[src/design/bsrm_pkg.sv]
// shared types and constants for the bmp square rotate / mirror block
package bsrm_pkg;

    // bmp layout
    localparam int unsigned HDR_LEN   = 54;
    localparam int unsigned PAL_LEN   = 1024;
    localparam int unsigned WIDTH_AT  = 18;
    localparam int unsigned HEIGHT_AT = 22;
    localparam int unsigned DEPTH_AT  = 28;
    localparam int unsigned PAL_DEPTH_MAX = 8;

    // byte counter for header and palette
    localparam int unsigned POS_W = 11;

    typedef enum logic [1:0] {
        PH_HEADER  = 2'd0,
        PH_PALETTE = 2'd1,
        PH_PIXELS  = 2'd2,
        PH_READOUT = 2'd3
    } t_phase;

    typedef enum logic [1:0] {
        MODE_ROT90  = 2'd0,
        MODE_ROT180 = 2'd1,
        MODE_MIRROR = 2'd2,
        MODE_IDENT  = 2'd3
    } t_mode;

    typedef enum logic [1:0] {
        KIND_HEADER  = 2'd0,
        KIND_PALETTE = 2'd1,
        KIND_PIXEL   = 2'd2
    } t_kind;

    typedef enum logic [1:0] {
        ST_OK        = 2'd0,
        ST_PASS      = 2'd1,
        ST_NOT_READY = 2'd2
    } t_status;

    typedef enum logic {
        CMD_WRITE = 1'b0,
        CMD_FETCH = 1'b1
    } t_cmd;

endpackage

[src/design/bsrm_src_addr.sv]
// source address of an output pixel for the selected transform
module bsrm_src_addr #(
    parameter int unsigned SIDE_W = 9,
    parameter int unsigned IDX_W  = 8,
    parameter int unsigned ADDR_W = 16
) (
    input  bsrm_pkg::t_mode    i_mode,
    input  logic [IDX_W-1:0]   i_row,
    input  logic [IDX_W-1:0]   i_col,
    input  logic [SIDE_W-1:0]  i_side,
    output logic [ADDR_W-1:0]  o_addr
);

    logic [SIDE_W-1:0]       side_m1;
    logic [IDX_W-1:0]        inv_row;
    logic [IDX_W-1:0]        inv_col;
    logic [IDX_W-1:0]        src_row;
    logic [IDX_W-1:0]        src_col;
    logic [IDX_W+SIDE_W-1:0] row_base;
    logic [IDX_W+SIDE_W-1:0] full_addr;

    // mirrored coordinates
    assign side_m1 = i_side - SIDE_W'(1);
    assign inv_row = IDX_W'(side_m1 - SIDE_W'(i_row));
    assign inv_col = IDX_W'(side_m1 - SIDE_W'(i_col));

    // pick source row and column
    always_comb begin
        case (i_mode)
            bsrm_pkg::MODE_ROT90: begin
                src_row = i_col;
                src_col = inv_row;
            end
            bsrm_pkg::MODE_ROT180: begin
                src_row = inv_row;
                src_col = inv_col;
            end
            bsrm_pkg::MODE_MIRROR: begin
                src_row = i_row;
                src_col = inv_col;
            end
            default: begin
                src_row = i_row;
                src_col = i_col;
            end
        endcase
    end

    // row-major address
    assign row_base  = (IDX_W+SIDE_W)'(src_row) * (IDX_W+SIDE_W)'(i_side);
    assign full_addr = row_base + (IDX_W+SIDE_W)'(src_col);
    assign o_addr    = full_addr[ADDR_W-1:0];

endmodule

[config.mk]
export PLATFORM = sky130hd
export DESIGN_NAME = bsrm_src_addr
export DESIGN_NICKNAME = d
export VERILOG_FILES = /design/src/design/bsrm_pkg.sv /design/src/design/bsrm_src_addr.sv
export SDC_FILE = /design/constraint.sdc
export NUM_CORES = 1
export LEC_CHECK = 0
export ABC_AREA = 1
export BUFFER_PORTS_ARGS = -buffer_cell sky130_fd_sc_hd__buf_2
export CAP_MARGIN = 40
export CORE_MARGIN = 2
export CORE_UTILIZATION = 45
export DETAILED_ROUTE_END_ITERATION = 10
export PLACE_DENSITY = 0.66
export SLEW_MARGIN = 20
export SYNTH_ARGS = -nofsm -noshare
export SYNTH_HDL_FRONTEND = slang
export SYNTH_SLANG_ARGS = --single-unit
[constraint.sdc]
create_clock -name vclk -period 17.8
set_clock_uncertainty 0.2 [all_clocks]
set_input_delay 1.78 -clock vclk [all_inputs]
set_output_delay 1.78 -clock vclk [all_outputs]
set_load 0.01 [all_outputs]
Word level (Yosys, flattened, before mapping)
Index checks and enable logic that the tools add are counted.
{"block": "word_totals", "reg_bits": 0, "in_bits": 27, "out_inout_bits": 16, "elab_cells": 11}
{"block": "classes", "addsub": 4, "n_mul": 1, "eq_ne": 2, "muxes": 2, "reduce_logical": 2}
{"cell": "$pmux 8 s2", "n": 2}
{"cell": "$add 16x8->16", "n": 1}
{"cell": "$mul 8x9->16", "n": 1}
{"cell": "$sub 8x8->8", "n": 2}
{"cell": "$sub 8x1->8 const B", "n": 1}
{"cell": "$eq 2x1->1 const B", "n": 1}
{"cell": "$eq 2x2->1 const B", "n": 1}
{"cell": "$logic_not 2->1", "n": 1}
{"cell": "$reduce_or 2->1", "n": 1}

Longest topological paths before layout
{"block": "logic_depth", "word_depth": 5, "ltp_mapped": 33, "depth_no_buf": 33}

Worst setup path after synthesis
Ideal clock, no wire load.
{"block": "synth_timing", "path_kind": "input to output", "from": "input port i_side[0]", "to": "output port o_addr[13]", "t_arrival_ps": 6951, "required_time_ps": 15820, "slack_ps": 8869, "path_stages": 32, "n_path_buf": 0, "cell_sequence": "inv_2 -> ha_1 -> nand3_1 -> nor3_1 -> xor2_1 -> ha_1 -> nand2_1 -> inv_1 -> nand2_1 -> nand3_1 -> inv_1 -> nand2_2 -> nand3_2 -> nand2_2 -> nand2_2 -> nor2_1 -> fa_1 -> inv_1 -> fa_1 -> inv_1 -> fa_1 -> inv_1 -> fa_1 -> inv_1 -> ha_1 -> a21oi_1 -> o21ai_0 -> a21o_1 -> nand2_1 -> nand2_1 -> a21oi_1 -> xnor2_1"}
{"block": "synth_via", "elab_chain_len": 5, "word_cells_on_any_way": 7, "cone_classes": "add/sub: 4; mul: 1; mux: 2"}
{"element": "start, declared", "line": "bsrm_src_addr.sv:10", "source": "input logic [SIDE_W-1:0] i_side,"}
{"element": "$sub 8x1->8", "line": "bsrm_src_addr.sv:23", "source": "assign side_m1 = i_side - SIDE_W'(1);"}
{"element": "$sub 8x8->8", "line": "bsrm_src_addr.sv:24", "source": "assign inv_row = IDX_W'(side_m1 - SIDE_W'(i_row));"}
{"element": "$pmux 8 s2", "line": "bsrm_src_addr.sv:29", "source": "case (i_mode)"}
{"element": "$mul 8x9->16", "line": "bsrm_src_addr.sv:50", "source": "assign row_base = (IDX_W+SIDE_W)'(src_row) * (IDX_W+SIDE_W)'(i_side);"}
{"element": "$add 16x8->16 (*)", "line": "bsrm_src_addr.sv:51", "source": "assign full_addr = row_base + (IDX_W+SIDE_W)'(src_col);"}
{"element": "end, declared", "line": "bsrm_src_addr.sv:11", "source": "output logic [ADDR_W-1:0] o_addr"}
Every way passes the cells marked *; elsewhere a longest branch is shown, timed or not.

Final worst setup path
{"block": "layout_timing", "from": "input port i_side[1]", "to": "output port o_addr[15]"}
Same word-level chain as after synthesis.

==> impl_metrics.toml <==
[status]
status = "completed"

[floorplan]
num_rows = 32
io_pins = 43
core_mm2 = 0.00777
die_x_um = 93.6
start_util_pct = 46.5
die_y_um = 93.6
dieArea_mm2 = 0.00876

[place]
dp_hpwl_mm = 7.46
place_worst_setup_slack_ns = 8.01
gp_congestion = 0.913
dp.cells = 655
port_buffers = 43

[timing]
min_period_ns = 9.80
drv_slew = 0
tns_ns = 0
tightest_slew_ns = 0.786
final_hold_viol_count = 0
fin_ws_ns = 8.00
finalSetupViolCount = 0
max_clock_freq_mhz = 102
post-route-period-util_pct = 55.0
relSlewSlack_pct = 47.6
fin_hold_ws_ns = 3.84
rsz0062_at_grt = "false"

[global_routing]
grt_max_degree = 13
grt_first_pass_wirelength_mm = 15.1
grt.busiest_layer = "met2"
grt_pass1_vias = 3413
met1_usage_pct = 27.9
grt-ovfl-total = 0
grt_util_met3_pct = 1.85
met2_usage_pct = 39.3
grt_use_total_pct = 21.1
antenna_found_initial = 0

[drt]
vias_per_cell = 5.03
routed_wl_mm = 8.28
drcViolationCount = 0
first_pass_iters = 4
drtIter0Drc = 208
num_vias = 3295
postRouteAntennaNets = 0
wl_per_cell_um = 12.6

[clock_network]
postCtsSetupBuffers = 0
cts_resized = 0
hold_buffers = 0

[logic_synthesis]
synth_top_cell_by_area = "fa_1"
synth_top_area_share_pct = 28.3
synth_area_leaders = "fa_1 28%, ha_1 19%, inv_1 14%, nand2_1 9.0%, nor2_1 5.2%"
ys_warn_count = 0
avgSynthCellArea_um2 = 7.02
synth_area_mm2 = 0.00361
ys_seq_area_share_pct = 0
synth_nets = 647
synthCells = 515
synth.distinct_cells = 35

[job]
cap_violations = 0

[worst_setup_path]
crit_top_cell = "inv_1"
crit_required_ns = 15.82
critPathMaxStageDelay_ns = 0.54
path_max_fanout = 7
slowest_stage = "fa_1"
cp-start-kind = "input port"
criticalPathCategory = "input port to output port"
cp-end-kind = "output port"
worstPathArrival_ns = 7.82

[power]
p_int_uw = 250
swShare_pct = 58.6
p_per_area_mw_per_mm2 = 154
share_comb_of_total_power_pct = 100.0
p_switching_uw = 354
pwr-share-seq_pct = 0
ir_drop_v = 0.000147
p_clk_share_pct = 0
power_leakage_uw = 0.00230

[finish]
syn_to_final_growth_pct = 8.62
drive_gt1_share_pct = 12.1
final_common_cell = "inv_1"
nClkBuffers = 0
diodes = 0
final_cell_mix = "135 x inv_1, 87 x nand2_1, 54 x ha_1, 51 x fa_1, 50 x nor2_1"
post-route-util_pct = 50.5
numSequentialCells = 0
layout.cells.non_filler = 655
n_fill_cell = 822
nNetsFinal = 687
final-seq-area_um2 = 0

[min_path]
hp-class = "input port to output port"
power by group through the flow:
| stage | Combinational [µW] | Sequential (µW) | Clock [µW] |
|---|---|---|---|
| 2_1_floorplan | 444 | 0 | 0 |
| 3_3_place_gp | 603 | 0 | 0 |
| 3_5_place_dp | 610 | 0 | 0 |
| 4_1_cts | 613 | 0 | 0 |
| 5_1_grt | 706 | 0 | 0 |
| 6_report | 604 | 0 | 0 |
area by class of cell:
cell class / count / area (µm²) / share of cell area, %
Multi-Input combinational cell: 368 / 3050 / 77.7
Timing Repair Buffer: 43 / 215 / 5.48
Inverter: 142 / 533 / 13.6
Tap cell: 102 / 128 / 3.25
worst paths after layout:
| path | startpoint | to | slack, ns | depth (start not counted) |
|---|---|---|---|---|
| setup / recovery | i_side[1] | o_addr[15] | 8.00 | 35 |
| hold / removal | i_col[0] | o_addr[0] | 3.84 | 5 |
kinds of logic after synthesis:
family | count (synthesis) | synth area share (%)
XOR/XNOR | 25 | 6.06
buffers and inverters | 147 | 15.6
adder cells (fa/ha/maj) | 105 | 47.0
AO/OA/AOI/OAI | 67 | 10.7
AND/OR/NAND/NOR | 171 | 20.7
per-stage QoR:
stage	area (µm²)	power, µW
floorplan	3610	444
global placement	3930	603
detailed placement	3930	610
CTS	3930	613
global route	3930	706
finish	3930	604
critical path: cells and delay by family:
family / cells / cell delay, ns
buf+inv: 10 / 0.84
simple gates: 13 / 1.24
fa+ha+maj: 7 / 3.01
compound gates: 4 / 0.67
xor+xnor: 1 / 0.26
metal layers:
metal	vias to the layer above	share of wire, %
li1	1651	-
met1	1559	45
met2	81	49
met3	4	5.7
met4	0	0.68
met5	-	0
synth_stat cells (3+ instances only):
cell type / count
a21oi_1: 27
o22ai_1: 3
xor2_1: 15
o21ai_0: 15
fa_1: 51
a31oi_1: 4
o21ai_1: 3
ha_1: 54
nand3_2: 6
a22oi_1: 3
inv_2: 5
nand2_1: 87
xnor2_1: 10
o211ai_1: 5
nor2_2: 4
nand3_1: 9
nand2_2: 5
nor2_1: 50
inv_1: 135
nor3_1: 3
Power figures use the tool's default switching activity.
